--- src/rtl/psd_pkg.sv ---
// Shared constants for the point-to-segment distance block.
package psd_pkg;

	// Default coordinate width in bits.
	localparam int COORD_WIDTH_DEF = 16;

	// Fraction bits of the segment parameter.
	localparam int FRAC_BITS = 16;

	// Width of both result fields.
	localparam int OUT_W = 17;

	// Segment parameter value that stands for one.
	localparam logic [OUT_W-1:0] U_ONE = 17'h10000;

	// Largest distance that the result field can carry.
	localparam logic [OUT_W-1:0] DIST_MAX = 17'h1FFFF;

endpackage

--- src/rtl/psd_div.sv ---
// Pipelined restoring divider, one quotient bit per register stage.
module psd_div #(
	parameter int NW = 34,
	parameter int QW = psd_pkg::FRAC_BITS,
	parameter int SBW = 8
) (
	input  logic           clk,
	input  logic           arst_n,
	input  logic           en,
	input  logic           in_valid,
	input  logic [NW-1:0]  num,
	input  logic [NW-1:0]  den,
	input  logic [SBW-1:0] side,
	output logic           out_valid,
	output logic [QW-1:0]  quo,
	output logic [SBW-1:0] side_out
);

	logic           v_s   [QW];
	logic [NW-1:0]  rem_s [QW];
	logic [NW-1:0]  den_s [QW];
	logic [QW-1:0]  q_s   [QW];
	logic [SBW-1:0] sd_s  [QW];

	for (genvar k = 0; k < QW; k++) begin : g_step
		logic           v_in;
		logic [NW-1:0]  rem_in;
		logic [NW-1:0]  den_in;
		logic [QW-1:0]  q_in;
		logic [SBW-1:0] sd_in;
		logic [NW:0]    r2;
		logic           ge;

		if (k == 0) begin : g_first
			assign v_in   = in_valid;
			assign rem_in = num;
			assign den_in = den;
			assign q_in   = '0;
			assign sd_in  = side;
		end else begin : g_next
			assign v_in   = v_s[k-1];
			assign rem_in = rem_s[k-1];
			assign den_in = den_s[k-1];
			assign q_in   = q_s[k-1];
			assign sd_in  = sd_s[k-1];
		end

		// Shift the partial remainder and try one subtraction.
		assign r2 = {rem_in, 1'b0};
		assign ge = (r2 >= {1'b0, den_in});

		always_ff @(posedge clk or negedge arst_n) begin
			if (!arst_n) begin
				v_s[k] <= 1'b0;
			end else if (en) begin
				v_s[k] <= v_in;
			end
		end

		always_ff @(posedge clk) begin
			if (en) begin
				rem_s[k] <= ge ? NW'(r2 - {1'b0, den_in}) : NW'(r2);
				q_s[k]   <= {q_in[QW-2:0], ge};
				den_s[k] <= den_in;
				sd_s[k]  <= sd_in;
			end
		end
	end

	assign out_valid = v_s[QW-1];
	assign quo       = q_s[QW-1];
	assign side_out  = sd_s[QW-1];

endmodule

--- config.mk ---
export PLATFORM = sky130hd
export DESIGN_NAME = psd_div
export DESIGN_NICKNAME = d
export VERILOG_FILES = /design/src/rtl/psd_pkg.sv /design/src/rtl/psd_div.sv
export SDC_FILE = /design/constraint.sdc
export NUM_CORES = 2
export LEC_CHECK = 0
export ABC_AREA = 1
export BUFFER_PORTS_ARGS = -buffer_cell sky130_fd_sc_hd__buf_4
export CELL_PAD_IN_SITES_DETAIL_PLACEMENT = 1
export CELL_PAD_IN_SITES_GLOBAL_PLACEMENT = 1
export CORE_MARGIN = 10
export CORE_UTILIZATION = 25
export CTS_CLUSTER_SIZE = 8
export DETAILED_ROUTE_END_ITERATION = 10
export PLACE_DENSITY_LB_ADDON = 0.12
export SYNTH_ARGS = -nofsm -noshare
export SYNTH_HDL_FRONTEND = slang
export SYNTH_SLANG_ARGS = --single-unit
--- constraint.sdc ---
create_clock -name clk -period 2.7 [get_ports clk]
set_input_delay 0.675 -clock clk [delete_from_list [all_inputs] [get_ports clk]]
set_output_delay 0.675 -clock clk [all_outputs]
set_load 0.02 [all_outputs]
==> impl_results.md <==
* Row count at 214
* EDFF count, synth at ~1,300
* CP Max Fanout at 5
* Clock skew at roughly 0.05 ns
* Crit path from: den_s[8][2]
* Sequential-to-total area share from yosys stat at between 40% and 50%
* Status: finished, final reports clean
* Area Growth Syn to Fin at 28.6%
* # setup viols final at 0
* Drt wl/cell at between 15 and 20 um
* LEAKAGE at 0.0544 uW
* Initial antenna violation count at 7
* Hold Crit Start: den[0]
* Die area at 365,000 um^2
* Port Buffers at 104
* Antenna-violating nets left at 0
* PD cells at 1130 nW/um^2
* Clk root buf: clkbuf_16
* Share of cells above drive strength 1 at 17.6%
* Number of global-route vias before repair at 79,500
* GRT Util Overall at around 18%
* Final instance area at around 110,000 um^2
* Slew of the pin with the lowest slew margin at slightly below 0.6 ns
* Post-DP HPWL at 286,000 um
* Grt ovf at 0
* Synth area leaders: edfxtp_1, nand2_1, inv_1
* Mapped Area at 85,300 um^2
* H-tree depth at 4
* Library cells used by synthesis at 43
* Initial Util at 25.1%
* Yosys top cell area share at 45.2%
* Post-synth top area cell: edfxtp_1
* Routed vias at 75,700
* Max Cap Viol at 0
* Max Freq at 0.377 GHz
* Slew Limit Fails at 0
* Top cell types by occurrence after synthesis: nand2_1, inv_1, edfxtp_1, nor2_1, ha_1
* Top FF cell, synth: edfxtp_1
* DRT iter0 DRCs at roughly 4,000
* PnR worst setup slack at 0.0501 ns
* 1st-pass router iterations at 7
* Post-Syn Nets at 11,700
* Largest net degree at the start of global routing at 89
* # DRC at 0
* Number of synthesized register bits at 1,300
* Min Clock Period, post-route at between 2 and 3 ns
* Area after DPL at 101,000 um^2
* Slew HR at about three fifths
* Die width at 604 um
* Clock tree buffer depth at 4
* Synth warn at 0
* Pre-CTS setup slack at -0.417 ns
* Final worst-path cycle share at a little over nine tenths
* Core footprint at 340,000 um^2
* Fin. Hold Viols at 0
* Final Non-Filler Cells at 17,300
* Max IR drop VDD at around 0.00052 V
* IO Count at between 100 and 150
* Crit end category: flop
* Clock Latency Late Sink at about 0.91 ns
* NumNets Final at 13,400
* CTS Buf Count at 196
* Startpoint types: flop
* GP Congestion at 0.881
* Hold WC Path Type: input port to flop
* Syn avg cell area at 7.72 um^2
* Post-synth ARST share at about 1.2%
* Top-count cell post-synth: nand2_1
* Clock Sink Count at ~1,300
* Critical path arrival at between 3 and 4 ns
* Post-Place Cells at 16,900
* CP Data Required Time at 3.32 ns
* Reg clk slew, reported paths at 0.05 ns
* RR Startpoint: den_s[8][2]
* First-pass GRT wire length at roughly 510,000 um
* RSZ-0062 raised after global routing: true
* Chip Height at 604 um
* Via density at 4.37
* Synth Instances at 11,000
* Crit Path Class: flop to flop
* CTS tree: done
* DRT Wirelength at about 340,000 um
-- power by group --
group          internal (uW)  switching [uW]  total [uW]
Combinational          25400           42200       67600
Sequential             29400            4160       33600
Clock                  13700            9540       23200
Total                  68500           55900      124000
-- metal layers --
layer  GRT usage (%)  vias up  part of all wire, %
met5               0        -                    0
met1            25.3    36300                   48
li1                -    38100                    -
met3            2.03      359                  3.3
met4            3.96        0                  2.3
met2            30.7      950                   46
-- sequential cells by signal, indices dropped and copies added (netlist names) --
name and flops:
rem_s 510, den_s 510, out_valid 1, g_step.v_in 15, q_s 136, sd_s 128
-- placed cells by master, fill, tap and decap left out, types with 7 or more instances in the layout --
| cell type | netlist | layout |
|---|---|---|
| a21oi_1 | 438 | 401 |
| a21oi_2 | 3 | 38 |
| and3_1 | 11 | 11 |
| buf_12 | 0 | 46 |
| buf_4 | 46 | 1450 |
| clkbuf_1 | 3 | 37 |
| clkbuf_16 | 0 | 199 |
| clkinv_1 | 4 | 18 |
| clkinv_2 | 0 | 10 |
| dfrtp_1 | 16 | 16 |
| dlygate4sd3_1 | 0 | 57 |
| edfxtp_1 | 1284 | 1284 |
| fa_1 | 15 | 15 |
| ha_1 | 543 | 459 |
| ha_2 | 0 | 34 |
| ha_4 | 0 | 50 |
| inv_1 | 1931 | 1927 |
| inv_2 | 79 | 83 |
| inv_6 | 3 | 7 |
| nand2_1 | 4361 | 4279 |
| nand2_2 | 66 | 144 |
| nand2_4 | 15 | 18 |
| nand3_1 | 493 | 482 |
| nand3_2 | 15 | 18 |
| nand3_4 | 0 | 8 |
| nand3b_1 | 104 | 104 |
| nand4_1 | 60 | 60 |
| nor2_1 | 881 | 827 |
| nor2_2 | 22 | 74 |
| nor2_4 | 7 | 9 |
| nor3_1 | 72 | 72 |
| o21ai_0 | 179 | 162 |
| o21ai_1 | 9 | 21 |
| o21bai_1 | 32 | 32 |
| or2_1 | 8 | 8 |
| xnor2_1 | 42 | 42 |
| xor2_1 | 228 | 228 |
-- kinds of logic after synthesis --
group	after synthesis	share of synthesized area (%)
and+or+nand+nor	6129	29.2
xor gates and xnor gates	270	2.77
buffers and inverters	2123	10.0
DFF	1300	45.7
AOI/OAI and AO/OA	664	4.01
muxes	2	0.0264
adders and majority gates	558	8.32
-- worst paths after layout --
check,endpoint,slack (ns),depth (start not counted)
max,rem_s[1][65],0.05,13
min,den_s[0][0],0.12,2
max reg2reg,rem_s[1][65],0.05,13
min reg2reg,q_s[13][6],0.39,0
max in group asynchronous,g_step[9].v_in,2.27,2
min in group asynchronous,g_step[6].v_in,0.23,2
-- worst max-delay path, stage by stage, from the launching register on --
cell	delay, ns
edfxtp_1	0.45
inv_1	0.09
ha_2	0.42
nand2_2	0.08
nor2_2	0.13
nor2_4	0.05
o21ai_0	0.36
nand2_1	0.10
nand2_1	0.21
nand2_1	0.16
nand2_1	0.09
nand2_1	0.05
nand3_1	0.08
nand2_1	0.11
-- per-stage QoR --
| step | TNS (ns) | utilization (%) | power [uW] | hold WS [ns] |
|---|---|---|---|---|
| final | 0 | 32.3 | 124000 | 0.123 |
| after global routing | -0.509 | 32.3 | 135000 | 0.0736 |
| after CTS | 0 | 31.7 | 124000 | 0.0137 |
| after detailed placement | -14.26 | 29.8 | 99300 | 0.405 |
| after global placement | -14.93 | 29.8 | 98700 | 0.400 |
| after floorplan | 0 | - | 69200 | 0.379 |
-- area by class of cell --
class	count	area, um^2
multi-input combinational	7623	39200
timing repair buffer	1563	12500
clock inverter	39	460
antenna	3	7.51
clock buffer	236	5110
inverter	2029	7720
sequential	1300	39000
tap	4536	5680
fill	40800	230000
timing repair inverter	3	28.8
-- repair_timing --
item	in CTS	in global routing
pin swaps	2	13
resized for setup	45	310
setup buffers	11	67
cloned	0	4
setup endpoints to repair	148	458
endpoints found under the hold margin	72	0
hold buffers	57	0
Note: power is estimated with default switching activity, not from simulation.
