## src/rtl/psd_isqrt.sv

```systemverilog
// Pipelined integer square root, one root bit per register stage.
module psd_isqrt #(
	parameter int DW = 36,
	parameter int SBW = 17
) (
	input  logic           clk,
	input  logic           arst_n,
	input  logic           en,
	input  logic           in_valid,
	input  logic [DW-1:0]  radicand,
	input  logic [SBW-1:0] side,
	output logic           out_valid,
	output logic [DW-1:0]  root,
	output logic [SBW-1:0] side_out
);

	localparam int K = DW / 2;

	logic           v_s  [K];
	logic [DW-1:0]  n_s  [K];
	logic [DW-1:0]  r_s  [K];
	logic [SBW-1:0] sd_s [K];

	for (genvar k = 0; k < K; k++) begin : g_step
		logic           v_in;
		logic [DW-1:0]  n_in;
		logic [DW-1:0]  r_in;
		logic [SBW-1:0] sd_in;
		logic [DW-1:0]  b;
		logic [DW-1:0]  t;
		logic           ge;

		if (k == 0) begin : g_first
			assign v_in  = in_valid;
			assign n_in  = radicand;
			assign r_in  = '0;
			assign sd_in = side;
		end else begin : g_next
			assign v_in  = v_s[k-1];
			assign n_in  = n_s[k-1];
			assign r_in  = r_s[k-1];
			assign sd_in = sd_s[k-1];
		end

		// Trial subtraction for this pair of radicand bits.
		assign b  = DW'(1) << (DW - 2 - 2 * k);
		assign t  = r_in + b;
		assign ge = (n_in >= t);

		always_ff @(posedge clk or negedge arst_n) begin
			if (!arst_n) begin
				v_s[k] <= 1'b0;
			end else if (en) begin
				v_s[k] <= v_in;
			end
		end

		always_ff @(posedge clk) begin
			if (en) begin
				n_s[k]  <= ge ? (n_in - t) : n_in;
				r_s[k]  <= ge ? ((r_in >> 1) + b) : (r_in >> 1);
				sd_s[k] <= sd_in;
			end
		end
	end

	assign out_valid = v_s[K-1];
	assign root      = r_s[K-1];
	assign side_out  = sd_s[K-1];

endmodule

```

## config.mk

```make
export PLATFORM = sky130hd
export DESIGN_NAME = psd_isqrt
export DESIGN_NICKNAME = d
export VERILOG_FILES = /design/src/rtl/psd_isqrt.sv
export SDC_FILE = /design/constraint.sdc
export NUM_CORES = 1
export LEC_CHECK = 0
export BUFFER_PORTS_ARGS = -buffer_cell sky130_fd_sc_hd__buf_2
export CAP_MARGIN = 20
export CORE_UTILIZATION = 55
export DETAILED_ROUTE_END_ITERATION = 12
export GPL_ROUTABILITY_DRIVEN = 0
export PLACE_DENSITY_LB_ADDON = 0.05
export SYNTH_ARGS = -nofsm -noshare
export SYNTH_HDL_FRONTEND = slang
export SYNTH_SLANG_ARGS = --single-unit
```

## constraint.sdc

```tcl
create_clock -name clk -period 4.8 [get_ports clk]
set_input_delay 1.2 -clock clk [delete_from_list [all_inputs] [get_ports clk]]
set_output_delay 1.2 -clock clk [all_outputs]
set_load 0.01 [all_outputs]
```

==> flow_summary_export.csv, run 1 <==
group,metric,value,unit
critical_path,crit_family,"compound AO/OA/AOI/OAI gates",
critical_path,path_class,"flop to flop",
layout,drive_gt1_share,10.5,%
critical_path,start_kind,"flop",
timing,max_slew_margin,28.5,%
critical_path,slowest_delay,730,ps
die,rows,106,
global_routing,grt_pass1_wl,128000,um
logic_synthesis,netlist_instances,3193,
layout,antenna_cells,0,
detailed_routing,antenna_left,0,
critical_path,crit_fanout,37,
clock_network,root_buffer,"clkbuf_16",
logic_synthesis,yosysMostFrequentCell,"edfxtp_1",
logic_synthesis,synth_flop_cell,"edfxtp_1",
timing,hold_viol,0,
global_routing,antenna_found_initial,1,
clock_network,cts_tree,"built",
critical_path,arrival,4080,ps
layout,fin_nets,3636,
die,dieArea,86100,um^2
global_routing,grt_usage,18.7,%
placed_design,dp_hpwl,56500,um
clock_network,post_cts_buffers,0,
detailed_routing,routed-via-count,25400,
pwr,powerDensity,461,nW/um^2
logic_synthesis,synth_area_leaders,"edfxtp_1 (70%), ha_1 (5.0%), xor2_1 (2.4%), xnor2_1 (2.2%), nand2_1 (1.9%)",
clock_network,insertion_delay,680,ps
logic_synthesis,synth_top_cell_area_share,70.0,%
timing,finClkSkew,24.5,ps
die,ios,111,
logic_synthesis,yosysSeqAreaShare,71.0,%
die,core,83800,um^2
layout,syn_to_final_growth,12.4,%
detailed_routing,drc,0,
critical_path,worstPathRequired,5210,ps
clock_network,cts.path.max_buffers,3,
detailed_routing,drt_iter0_markers,1375,
timing,setup-tns-final,0,ps
timing,max_slew.worst_pin.slew,1070,ps
hold_path,hp-class,"flop to flop",
critical_path,cp_num_buf_inv,0,
global_routing,grt_pass1_vias,26200,
detailed_routing,avgViaCountPerCell,5.48,
clock_network,clk_pin_slew_worst_paths,60,ps
logic_synthesis,synth-edff-count,1089,
status,status,"complete, no violations",
logic_synthesis,synthTopCellsByCount,"edfxtp_1 (1089), nand2_1 (239), inv_1 (224), ha_1 (185), o21ai_0 (162)",
timing,final-setup-viol-count,0,
clock_network,hold_buffers,0,
critical_path,endpoint_kind,"flop",
timing,fmax,0.273,GHz
clock_network,cts_made_buffers,112,
detailed_routing,drt-pass1-iter-count,7,
logic_synthesis,ys_seq_elements,1107,
logic_synthesis,syn_avg_cell_area,14.6,um^2
global_routing,grt_overflow,0,
die,start_util,55.7,%
die,die_w,293,um
job,drv_cap,0,
placed_design,portBuffers,92,
logic_synthesis,async_flop_share,1.63,%
timing,rsz0062_at_grt,"false",
timing,slew_viol_final,0,
clock_network,clkSinkCount,1107,
critical_path,worst_path_max_delay_cell,"a211oi_1",
pwr,power,24.2,mW
die,die_h,293,um
clock_network,cts-resized-gates,0,
timing,min_period,3670,ps
logic_synthesis,yosys.cell_types.count,80,
detailed_routing,finalWirelength,79800,um
pwr,ir_worst_vdd,0.356,mV
detailed_routing,post_drt_wl_per_cell,17.2,um
logic_synthesis,syn_area,46700,um^2
timing,period_share,76.4,%
global_routing,grt_max_degree,122,
critical_path,path_cells,"ha_1 -> nor2b_1 -> o31ai_1 -> nand2_1 -> a211oi_1 -> o211ai_4 -> nand4_1 -> nor3_1 -> xor2_1",
pwr,leakage,19.5,nW
clock_network,cts_htree_levels,3,
logic_synthesis,synth_top_cell_by_area,"edfxtp_1",
logic_synthesis,yosys_warnings,0,
[report_power, final]
part / total [mW] / internal, mW / leakage, nW / switching (mW)
clock network: 8.70 / 5.09 / 1.81 / 3.61
logic: 3.02 / 1.28 / 7.02 / 1.74
registers: 12.5 / 11.9 / 10.7 / 0.599
total: 24.2 / 18.3 / 19.5 / 5.95
[flip-flops by register name, indices dropped and copies added, names as in the netlist]
signal       count
n_s            612
sd_s           306
r_s            171
g_step.v_in     17
out_valid        1
[routing by layer]
layer,part of all wire (%),global-route usage [%]
met1,35,17.8
met2,56,37.5
met4,5.4,10.6
met5,0,0
met3,3.2,2.54
[area by class of cell]
cell class | instances | area (um^2)
Sequential cell | 1107 | 33200
Fill cell | 6220 | 31300
Multi-Input combinational cell | 1818 | 12400
Clock buffer | 131 | 2880
Tap cell | 1134 | 1420
Clock inverter | 82 | 876
Timing Repair Buffer | 129 | 873
Inverter | 226 | 848
[cells in the final DEF (no fill, tap or decap), types with 10 or more instances in the layout]
cell and n:
dfrtp_1 18, inv_1 224, buf_2 91, clkinv_2 22, a31oi_1 11, o21ai_0 162, clkbuf_16 112, nor4_1 88
and3_1 14, o211ai_1 11, conb_1 18, nand2b_1 41, or4_1 22, o31ai_1 22, nor3_1 81, o21bai_1 10
bufinv_16 14, nand3_1 41, xor2_1 129, buf_12 10, a21o_1 48, a211oi_1 11, edfxtp_1 1089, xnor2_1 116
nand2_1 239, clkinv_1 21, buf_4 27, mux2_2 34, a21oi_1 124, or3_1 35, mux2i_1 10, nor2b_1 27
nand4_1 29, ha_1 185, nor2_1 134, o21a_1 30, clkbuf_1 18, nor4b_1 13, and2_1 13, clkinvlp_4 12
[stage by stage]
| stage | util (%) | setup WS, ps | std cells | hold slack, ps | instance area (um^2) |
|---|---|---|---|---|---|
| floorplan | - | 1870 | 3210 | 400 | 46800 |
| global placement | 58.1 | 1240 | 4414 | 400 | 48700 |
| detailed placement | 58.1 | 1170 | 4414 | 405 | 48700 |
| CTS | 62.6 | 1150 | 4627 | 410 | 52500 |
| global route | 62.6 | 929 | 4627 | 417 | 52500 |
| finish | 62.6 | 1130 | 4627 | 413 | 52500 |
[worst paths after layout]
| kind | slack (ps) | cells past startpoint | end | startpoint |
|---|---|---|---|---|
| worst max-delay path | 1130 | 9 | n_s[16][30] | n_s[15][4] |
| min in group asynchronous | 460 | 1 | g_step[8].v_in | arst_n |
| worst max register to register | 1130 | 9 | n_s[16][30] | n_s[15][4] |
| max in group asynchronous | 4060 | 1 | g_step[12].v_in | arst_n |
| worst min-delay path | 410 | 0 | sd_s[9][14] | sd_s[8][14] |
| worst min register to register | 410 | 0 | sd_s[9][14] | sd_s[8][14] |
[cell families (layout without fill, tap and decap cells)]
group                      Yosys count  in the layout  synth area share [%]
AOI/OAI and AO/OA                  510            510                  6.95
xor gates and xnor gates           245            245                  4.60
adders and majority gates          185            185                  4.96
buffers and inverters              285            568                  2.52
DFF                               1107           1107                  71.0
muxes                               44             44                  1.03
other                                1             18               0.00803
and+or+nand+nor                    816            816                  8.94
Note: power is estimated with default switching activity, not from simulation.
==> run 2: changes to the inputs <==
==> constraint.sdc (replaced) <==
create_clock -name clk -period 3.5 [get_ports clk]
set_input_delay 0.875 -clock clk [delete_from_list [all_inputs] [get_ports clk]]
set_output_delay 0.875 -clock clk [all_outputs]
set_load 0.01 [all_outputs]
==> flow_summary_export.csv, run 2 (same netlist as run 1, synthesis figures left out) <==
group,metric,value,unit
detailed_routing,drc,0,
pwr,leakage,19.7,nW
critical_path,slowest_delay,640,ps
layout,final_cell_mix,"edfxtp_1 (1089), nand2_1 (239), inv_1 (224)",
global_routing,grt_max_degree,103,
placed_design,portBuffers,92,
timing,finClkSkew,34.7,ps
die,start_util,55.7,%
clock_network,cts_tree,"built",
die,core,83800,um^2
clock_network,root_buffer,"clkbuf_16",
critical_path,arrival,3790,ps
die,dieArea,86100,um^2
critical_path,cp_num_buf_inv,1,
layout,nFillCells,6119,
timing,fmax,0.296,GHz
die,die_h,293,um
clock_network,insertion_delay,670,ps
hold_path,hp-class,"input port to asynchronous set/reset pin",
detailed_routing,drt-pass1-iter-count,8,
timing,worst_slack,123,ps
placed_design,dp_hpwl,57700,um
global_routing,grt_usage,18.8,%
layout,drive_gt1_share,11.2,%
critical_path,path_class,"flop to flop",
layout,layout_commonest_cell,"edfxtp_1",
layout,fin_cells,4654,
layout,regMostFlops,"n_s",
global_routing,grt_pass1_vias,26600,
timing,min_period,3380,ps
global_routing,grt_overflow,0,
die,die_w,293,um
placed_design,dp_slack,-188,ps
detailed_routing,routed-via-count,25400,
critical_path,path_cells,"nor4_2 -> nand2_1 -> nor4_2 -> o2111a_2 -> nor4_4 -> or4_1 -> buf_4 -> nor3_1 -> xor2_1",
detailed_routing,avgViaCountPerCell,5.46,
critical_path,worstPathRequired,3910,ps
placed_design,place_inst,4452,
critical_path,crit_fanout,5,
clock_network,cts.path.max_buffers,3,
clock_network,clk_pin_slew_worst_paths,60,ps
detailed_routing,antenna_left,0,
job,drv_cap,0,
clock_network,clkSinkCount,1107,
detailed_routing,finalWirelength,80000,um
status,status,"complete, no violations",
layout,antenna_cells,0,
timing,slew_viol_final,0,
layout,fin_nets,3673,
clock_network,cts_htree_levels,3,
critical_path,path_common_cell,"nor4_2",
layout,utilization,63.0,%
pwr,ir_worst_vdd,0.592,mV
die,ios,111,
timing,max_slew.worst_pin.slew,692,ps
detailed_routing,drt_iter0_markers,1714,
timing,period_share,96.5,%
global_routing,grt_pass1_wl,129000,um
critical_path,crit_family,"simple AND/OR/NAND/NOR gates",
clock_network,post_cts_buffers,0,
critical_path,worst_path_max_delay_cell,"nor4_2",
timing,setup-tns-final,0,ps
pwr,powerDensity,626,nW/um^2
timing,hold_viol,0,
layout,largest_reg_flops,612,
layout,reg_top3,"n_s: 612 flops, sd_s: 306 flops, r_s: 171 flops",
critical_path,endpoint_kind,"flop",
timing,rsz0062_at_grt,"false",
detailed_routing,post_drt_wl_per_cell,17.2,um
critical_path,start_kind,"flop",
timing,max_slew_margin,52.7,%
layout,syn_to_final_growth,13.0,%
global_routing,antenna_found_initial,0,
timing,final-setup-viol-count,0,
clock_network,cts_made_buffers,111,
die,rows,106,
-- run 2: area by class of cell --
cell class,instances,area [um^2],area share (%)
clock buffer,133,2880,5.46
tap,1134,1420,2.69
clock inverter,69,769,1.46
timing repair buffer,167,1200,2.28
multi-input combinational,1818,12500,23.7
sequential,1107,33200,62.8
inverter,226,848,1.61
-- run 2: metrics by stage --
stage / hold WS, ps / instance area (um^2) / power (mW)
2_1_floorplan: 400 / 46800 / 20.1
3_3_place_gp: 400 / 49100 / 21.3
3_5_place_dp: 405 / 49100 / 21.6
4_1_cts: 84.7 / 52700 / 33.3
5_1_grt: 118 / 52800 / 34.5
6_report: 120 / 52800 / 33.0
-- run 2: worst reg2reg max path: stages (launching register included) --
cell	delay, ps
edfxtp_1	430
nor4_2	380
nand2_1	320
nor4_2	640
o2111a_2	290
nor4_4	60
or4_1	520
buf_4	190
nor3_1	180
xor2_1	100
-- run 2: worst paths after layout --
path,slack [ps],startpoint,depth (start not counted),end
min in group clk,370,side[4],1,sd_s[0][4]
worst max register to register,120,n_s[14][26],9,n_s[15][26]
worst max-delay path,120,n_s[14][26],9,n_s[15][26]
worst min-delay path,120,arst_n,1,out_valid
worst min register to register,410,sd_s[4][14],0,sd_s[5][14]
max in group asynchronous,3100,arst_n,1,g_step[10].v_in
-- run 2: layer usage --
metal | track usage [%] | part of all wire [%]
met5 | 0 | 0
met4 | 10.1 | 4.8
met3 | 2.82 | 3.3
met2 | 37.9 | 57
met1 | 17.9 | 35
-- run 2: report_power, final --
part | internal (mW) | total, mW | switching [mW]
sequential | 16.3 | 17.1 | 0.827
clock | 6.85 | 11.7 | 4.84
combinational | 1.80 | 4.19 | 2.39
total | 25.0 | 33.0 | 8.05
-- run 2: repair_timing --
action,4_1_cts,5_1_grt
gates resized for setup,2,6
pin swaps,0,0
setup endpoints to repair,15,12
hold buffers,0,0
